`config.mk`:
```
export PLATFORM = sky130hd
export DESIGN_NAME = qnorm_front
export DESIGN_NICKNAME = d
export VERILOG_FILES = /design/src/hw/rtl/qnorm_pkg.sv /design/src/hw/rtl/qnorm_front.sv
export SDC_FILE = /design/constraint.sdc
export NUM_CORES = 2
export LEC_CHECK = 0
export BUFFER_PORTS_ARGS = -buffer_cell sky130_fd_sc_hd__buf_2
export CAP_MARGIN = 20
export CORE_AREA = 2 2 553 555
export DETAILED_ROUTE_END_ITERATION = 7
export DIE_AREA = 0 0 555 557
export PLACE_DENSITY = 0.44
export SLEW_MARGIN = 40
export SYNTH_ARGS = -nofsm -noshare
export SYNTH_HDL_FRONTEND = slang
export SYNTH_SLANG_ARGS = --single-unit
```
`constraint.sdc`:
```
create_clock -name clk -period 8.05 [get_ports clk]
set_input_delay 0.805 -clock clk [delete_from_list [all_inputs] [get_ports clk]]
set_output_delay 0.805 -clock clk [all_outputs]
set_load 0.1 [all_outputs]
```
`src/hw/rtl/qnorm_pkg.sv`:
```
// Shared types and constants for the half-precision quaternion normalizer.
// No dependencies.
`default_nettype none
package qnorm_pkg;

	// number of quaternion components
	localparam int unsigned NUM_COMP = 4;
	// binary16 fields
	localparam int unsigned HALF_W   = 16;
	localparam int unsigned EXP_W    = 5;
	localparam int unsigned MANT_W   = 10;
	localparam logic [EXP_W-1:0] EXP_NONFINITE = 5'h1F;
	// exact magnitude: 11-bit significand shifted left by at most 29
	localparam int unsigned MAG_SQ_W = 80;
	localparam int unsigned SUMSQ_W  = 83;
	// largest sum of squares (units of 2^-48) treated as a zero norm
	localparam logic [SUMSQ_W-1:0] TINY_SUMSQ = 83'd281;
	// output magnitude search width
	localparam int unsigned MAG_BITS = 15;
	localparam int unsigned UNIT_W   = 16;

	typedef enum logic [1:0] {
		FB_NORMAL    = 2'd0,
		FB_TINY      = 2'd1,
		FB_NONFINITE = 2'd2
	} fb_kind_t;

	// control that travels down the pipe with each word
	typedef struct packed {
		logic                nonfinite;
		fb_kind_t            kind;
		logic [NUM_COMP-1:0] neg;
	} qn_ctrl_t;

endpackage
`default_nettype wire

```
`src/hw/rtl/qnorm_front.sv`:
```
// Front end: binary16 decode, exact squares, sum of squares and search setup.
// Depends on qnorm_pkg.
`default_nettype none
module qnorm_front #(
	parameter int unsigned OUT_FRAC_BITS = 15,
	parameter int unsigned W             = 120
) (
	input  wire logic                                             clk,
	input  wire logic                                             arst_n,
	input  wire logic                                             en,
	input  wire logic                                             in_valid,
	input  wire logic [qnorm_pkg::NUM_COMP-1:0][qnorm_pkg::HALF_W-1:0] halves,
	output logic                                                  out_valid,
	output qnorm_pkg::qn_ctrl_t                                   out_ctrl,
	output logic [qnorm_pkg::SUMSQ_W-1:0]                         out_sumsq,
	output logic [qnorm_pkg::NUM_COMP-1:0][W-1:0]                 out_p,
	output logic [qnorm_pkg::NUM_COMP-1:0][W-1:0]                 out_rem
);

	localparam int unsigned NC = qnorm_pkg::NUM_COMP;
	localparam int unsigned SW = qnorm_pkg::SUMSQ_W;
	localparam int unsigned QW = qnorm_pkg::MAG_SQ_W;

	logic [4:1]                     v;
	qnorm_pkg::qn_ctrl_t            ctrl_s1, ctrl_s2, ctrl_s3, ctrl_s4, ctrl_s5;
	logic [NC-1:0][10:0]            mant_s1;
	logic [NC-1:0][4:0]             sh_s1, sh_s2, unused_sh;
	logic [NC-1:0][21:0]            prod_s2;
	logic [NC-1:0][QW-1:0]          sq_s3, sq_s4;
	logic [SW-1:0]                  sum_s4, sum_s5;
	logic [NC-1:0][W-1:0]           p_s5, rem_s5;
	logic                           valid_s5;
	logic                           nonfinite_d;

	assign unused_sh = '0;

	// valid chain
	always_ff @(posedge clk or negedge arst_n) begin
		if (!arst_n) begin
			v        <= '0;
			valid_s5 <= 1'b0;
		end else if (en) begin
			v        <= {v[3:1], in_valid};
			valid_s5 <= v[4];
		end
	end

	// any component with an all-ones exponent
	always_comb begin
		nonfinite_d = 1'b0;
		for (int i = 0; i < NC; i++)
			if (halves[i][14:10] == qnorm_pkg::EXP_NONFINITE)
				nonfinite_d = 1'b1;
	end

	// s1: field decode
	always_ff @(posedge clk) begin
		if (en) begin
			ctrl_s1.nonfinite <= nonfinite_d;
			ctrl_s1.kind      <= qnorm_pkg::FB_NORMAL;
			for (int i = 0; i < NC; i++) begin
				logic [4:0] e;
				e = halves[i][14:10];
				ctrl_s1.neg[i] <= halves[i][15];
				mant_s1[i]     <= {(e != 5'd0), halves[i][9:0]};
				sh_s1[i]       <= (e == 5'd0) ? 5'd0 : e - 5'd1;
			end
		end
	end

	// s2: significand squares
	always_ff @(posedge clk) begin
		if (en) begin
			ctrl_s2 <= ctrl_s1;
			for (int i = 0; i < NC; i++) begin
				prod_s2[i] <= mant_s1[i] * mant_s1[i];
				sh_s2[i]   <= sh_s1[i];
			end
		end
	end

	// s3: scale squares by twice the exponent
	always_ff @(posedge clk) begin
		if (en) begin
			ctrl_s3 <= ctrl_s2;
			for (int i = 0; i < NC; i++)
				sq_s3[i] <= QW'(prod_s2[i]) << {sh_s2[i] | unused_sh[i], 1'b0};
		end
	end

	// s4: exact sum of squares
	always_ff @(posedge clk) begin
		if (en) begin
			ctrl_s4 <= ctrl_s3;
			sq_s4   <= sq_s3;
			sum_s4  <= SW'(sq_s3[0]) + SW'(sq_s3[1]) + SW'(sq_s3[2]) + SW'(sq_s3[3]);
		end
	end

	// s5: fallback decision and residual setup, rem = 4c^2*2^2F - S, p = -S
	always_ff @(posedge clk) begin
		if (en) begin
			ctrl_s5.nonfinite <= ctrl_s4.nonfinite;
			ctrl_s5.neg       <= ctrl_s4.neg;
			if (ctrl_s4.nonfinite)
				ctrl_s5.kind <= qnorm_pkg::FB_NONFINITE;
			else if (sum_s4 <= qnorm_pkg::TINY_SUMSQ)
				ctrl_s5.kind <= qnorm_pkg::FB_TINY;
			else
				ctrl_s5.kind <= qnorm_pkg::FB_NORMAL;
			sum_s5 <= sum_s4;
			for (int i = 0; i < NC; i++) begin
				rem_s5[i] <= (W'(sq_s4[i]) << (2 * OUT_FRAC_BITS + 2)) - W'(sum_s4);
				p_s5[i]   <= W'(0) - W'(sum_s4);
			end
		end
	end

	assign out_valid = valid_s5;
	assign out_ctrl  = ctrl_s5;
	assign out_sumsq = sum_s5;
	assign out_p     = p_s5;
	assign out_rem   = rem_s5;

endmodule
`default_nettype wire

```
* After elaboration in Yosys (flattened, before gate mapping)
Index checks and enable logic that the tools add are counted.
** Storage, ports and cells
- Word-level logic and storage cells :: 80
- Bits in registers :: 1610
- Input port bits :: 68
- Output and inout port bits :: 1051
** Cells by class
- Shifts and indexed selects :: 4
- Reduce and logical (&&, ||, !) cells :: 9
- $mul :: 4
- Order comparisons :: 1
- Muxes and demuxes :: 2
- Equality and inequality tests :: 4
- Add/subtract/negate cells :: 12
** Operator list (count)
- subtractor 112 x 83 -> 113 bit :: 4
- left shift 22 x 6 -> 80 bit :: 4
- multiplier 11 x 11 -> 22 bit :: 4
- subtractor 1 x 83 -> 84 bit (first input constant) :: 1
- adder 82 x 80 -> 83 bit :: 1
- <= comparator 83 x 9 -> 1 bit (second input constant) :: 1
- adder 81 x 80 -> 82 bit :: 1
- adder 80 x 80 -> 81 bit :: 1
- == test 5 bit (second input constant) :: 4
- zero test 5 bit :: 4
- nonzero test 5 bit :: 4
- subtractor 5 x 1 -> 5 bit (second input constant) :: 4
- OR reduction 3 bit :: 1
- 2-to-1 mux 1 bit :: 2

* Logic depth before layout (Yosys ltp)
- Word-level depth :: 3
- Depth in mapped cells :: 23

* Worst setup path before layout
No wires, ideal clock.
- Kind :: reg-to-reg
- Start :: reg mant_s1[35] (netlist bit)
- End :: reg prod_s2[84] (netlist bit) (data pin)
- Arrival :: 5.334 ns
- Clock period less this slack :: 5.591 ns
- Path slack :: 2.459 ns
- Stages on the path, launching flop included :: 22
- Path buffers :: 1
- Cells stage by stage :: edfxtp_1 -> clkbuf_1 -> nand2_1 -> fa_1 -> inv_1 -> fa_1 -> inv_1 -> fa_1 -> inv_1 -> fa_1 -> inv_1 -> fa_1 -> inv_1 -> ha_1 -> nand2_1 -> o21ai_0 -> a41oi_1 -> a2111oi_0 -> o21a_1 -> o21ai_0 -> nor2b_1 -> xnor2_1
** On the way
- Cells in the longest elaborated chain, start to end :: 1
** Ends and longest elaborated chain
- from (decl) :: RTL line qnorm_front.sv:26 : logic [NC-1:0][10:0] mant_s1;
- from (signal, indexed assignment) :: RTL line qnorm_front.sv:65 : mant_s1[i] <= {(e != 5'd0), halves[i][9:0]};
- multiplier 11 x 11 -> 22 bit :: RTL line qnorm_front.sv:76 : prod_s2[i] <= mant_s1[i] * mant_s1[i];
- to (signal, indexed assignment) :: RTL line qnorm_front.sv:76
- to (decl) :: RTL line qnorm_front.sv:28 : logic [NC-1:0][21:0] prod_s2;
No other way between the ends.
A chain may end at the register's enable or synchronous reset.

* Final worst setup path
Same ends and word-level chain as after synthesis.

==> reports/metrics.csv <==
stage,metric,value,unit
status,outcome,"finished, final reports clean",
yosys,synth_cell_types,96,
timing,maxSlewViolCount,0,
floorplan,coreArea,304000,sq um
final_layout,syn_to_final_growth,13.0,%
floorplan,start_util,29.8,%
yosys,synth_top_cell_area_share,46.3,%
timing,grt_setup_unrepaired,false,
clock_network,post_cts_buffers,0,
worst_hold_path,hold_path_class,in2reg,
route,drtIter0Drc,6361,
yosys,ys_seq_area_share,46.4,%
worst_hold_path,min_delay_path_depth,1,
route,vias_per_cell,5.08,
global_route,grt_pass1_wl,509000,microns
clock_network,insertion_delay,0.88,ns
worst_setup_path,endpoint_kind,flip-flop,
final_layout,layout_common_cells,"edfxtp_1, buf_2, inv_1",
worst_setup_path,crit_fanout,13,
yosys,synthTopCellsByArea,"edfxtp_1, fa_1, ha_1, buf_4, xnor2_1",
worst_setup_path,rr_worst_depth,20,
route,drc,0,
clock_network,root_buffer,clkbuf_16,
yosys,synth_seq_cells,1403,
clock_network,cts_sinks,1403,
worst_setup_path,cp.buffers_inverters,5,
placed_design,dp_slack,1.91,ns
timing,layout_setup_ws,1.89,ns
worst_setup_path,worst_setup_path_start_kind,flip-flop,
timing,fmax,162,MHz
floorplan,die-area,309000,sq um
worst_setup_path,crit_type,reg2reg,
clock_network,max-clock-path-buffers,4,
timing,worst_slew_pin_slew,0.930,ns
worst_setup_path,cp_top_family,adder cells,
route,wl,374000,microns
floorplan,die_h,557,microns
route,first_pass_iters,6,
timing,finClkSkew,0.0465,ns
global_route,gr-usage-all-layers,23.4,%
worst_setup_path,cp.required,8.64,ns
global_route,grt.overflow.total,0,
timing,period_share,76.6,%
clock_network,htree_levels,4,
yosys,ys_async_sr_fraction,0.356,%
timing,finalSetupViolations,0,
route,vias,65257,
timing,final.setup.tns,0,ns
clock_network,cts_made_buffers,173,
final_layout,layout-drive-gt1-share,17.9,%
floorplan,io_pins,1119,
global_route,grt_max_degree,149,
final_layout,nNetsFinal,9663,
placed_design,dpl.hpwl,313000,microns
worst_setup_path,slowest_delay,0.68,ns
clock_network,cts_resized,0,
yosys,yosysWarnings,0,
timing,maxSlewHeadroom,37.4,%
placed_design,io_buffers,1117,
worst_setup_path,crit_cells,20,
global_route,antenna_found_initial,61,
timing,hold_violations,0,
run,maxCapViolCount,0,
global_route,first_global_vias,62698,
worst_setup_path,arrival,6.75,ns
yosys,synth_area_per_cell,11.1,sq um
floorplan,die_w,555,microns
yosys,synth_edf_count,1398,
yosys,synth_top_cell_by_area,edfxtp_1,
floorplan,rows,203,
clock_network,cts_tree,done,
yosys,ys.flop_type,edfxtp_1,
yosys,netlist_area,90700,sq um
timing,period_needed,6.16,ns
route,antenna_left,0,
worst_setup_path,cpMaxStageDelayCell,a2111oi_0,
worst_setup_path,path_cells,nand2_1 -> fa_1 -> inv_1 -> fa_1 -> inv_1 -> fa_1 -> inv_1 -> fa_1 -> inv_1 -> fa_1 -> inv_1 -> ha_1 -> nand2_1 -> o21ai_0 -> a41oi_1 -> a2111oi_0 -> o21a_1 -> o21ai_0 -> nor2b_1 -> xnor2_1,
placed_design,place_congestion,0.986,
yosys,synth_cells,8143,
route,routedWlPerCell,29.1,microns
final_layout,layout_commonest_cell,edfxtp_1,
clock_network,path_clk_slew,0.06,ns
==> cells by family (layout without fill, tap and decap cells) <==
| kind of cell | Yosys count | in the layout | synth area share, % |
|---|---|---|---|
| AND/OR/NAND/NOR | 2156 | 2156 | 11.8 |
| buffers and inverters | 1517 | 2194 | 8.58 |
| AO/OA/AOI/OAI | 1452 | 1452 | 10.1 |
| flip-flops | 1403 | 1403 | 46.4 |
| adder cells (fa/ha/maj) | 909 | 909 | 16.0 |
| XOR/XNOR | 560 | 560 | 5.41 |
| multiplexers | 145 | 145 | 1.73 |
| other | 1 | 38 | 0.00414 |
==> final cells by class <==
type	instances	area, sq um
Multi-Input combinational cell	5227	40900
Timing Repair Buffer	1177	6290
Clock inverter	111	963
Antenna cell	33	82.6
Fill cell	30648	202000
Inverter	704	2640
Clock buffer	202	4500
Sequential cell	1403	42100
Tap cell	3997	5000
==> registers in the layout, summed over array words and instances (netlist names) <==
name and cells:
mant_s1 44, out_valid 1, out_p 83, sum_s4 82, ctrl_s1 5, sq_s3 316, prod_s2 84, sq_s4 316
ctrl_s2 5, out_rem 324, sh_s1 20, ctrl_s4 5, out_sumsq 82, sh_s2 20, out_ctrl 7, v 4
ctrl_s3 5
==> metrics by stage <==
| step | cells | instance area, sq um | util, % | hold slack (ns) |
|---|---|---|---|---|
| after detailed placement | 12502 | 96800 | 31.9 | 0.405 |
| after CTS | 12816 | 102000 | 33.7 | 0.0333 |
| final | 12854 | 102000 | 33.7 | 0.109 |
| after global routing | 12828 | 102000 | 33.7 | 0.0600 |
| after floorplan | 8147 | 90700 | - | 0.400 |
| after global placement | 12496 | 96600 | 31.8 | 0.401 |
==> worst register-to-register path: stages, from the launching register on <==
cell and delay, ns:
edfxtp_1 0.66, nand2_1 0.17, fa_1 0.57, inv_1 0.07, fa_1 0.50, inv_1 0.05, fa_1 0.48, inv_1 0.05
fa_1 0.53, inv_1 0.05, fa_1 0.53, inv_1 0.05, ha_1 0.34, nand2_1 0.06, o21ai_0 0.32, a41oi_1 0.23
a2111oi_0 0.68, o21a_1 0.21, o21ai_0 0.10, nor2b_1 0.15, xnor2_1 0.12
==> cell usage after synthesis, types with 53 or more instances <==
master    number
xnor2_1      381
o22ai_1       83
nand4_1      120
o21ai_0      217
mux2_2        53
clkbuf_1     233
nand3_1      111
inv_1        704
a21o_1       174
ha_1         497
o21bai_1      73
nor3_1       141
nor2_1       561
nand2b_1      59
a21oi_1      524
and2_1       246
nor2b_1       80
or3_1         70
mux2i_1       88
buf_4        554
nor4_1        64
fa_1         412
nand2_1      531
edfxtp_1    1398
xor2_1       179
==> metal layers <==
layer | vias up | track usage (%) | share of wire [%]
li1 | 29376 | - | -
met1 | 32703 | 33.5 | 46
met2 | 2654 | 35.4 | 44
met3 | 484 | 3.70 | 6.3
met4 | 40 | 9.13 | 4.2
met5 | - | 0 | 0.071
==> final timing paths <==
kind / from / endpoint / slack [ns]
worst max-delay path: mant_s1[35] / prod_s2[84] / 1.89
worst min-delay path: halves[41] / mant_s1[31] / 0.11
max in group asynchronous: arst_n / v[1] / 7.57
worst max register to register: mant_s1[35] / prod_s2[84] / 1.89
worst min register to register: ctrl_s1[6] / ctrl_s2[6] / 0.42
min in group asynchronous: arst_n / v[3] / 0.33
==> repair_timing <==
item	4_1_cts	5_1_grt
hold endpoints to repair	5	0
hold buffers	1	0
endpoints found under the setup margin	0	0
Power is not shown: default switching activity piles up to over one toggle a cycle in this logic, so the estimate is an artifact.
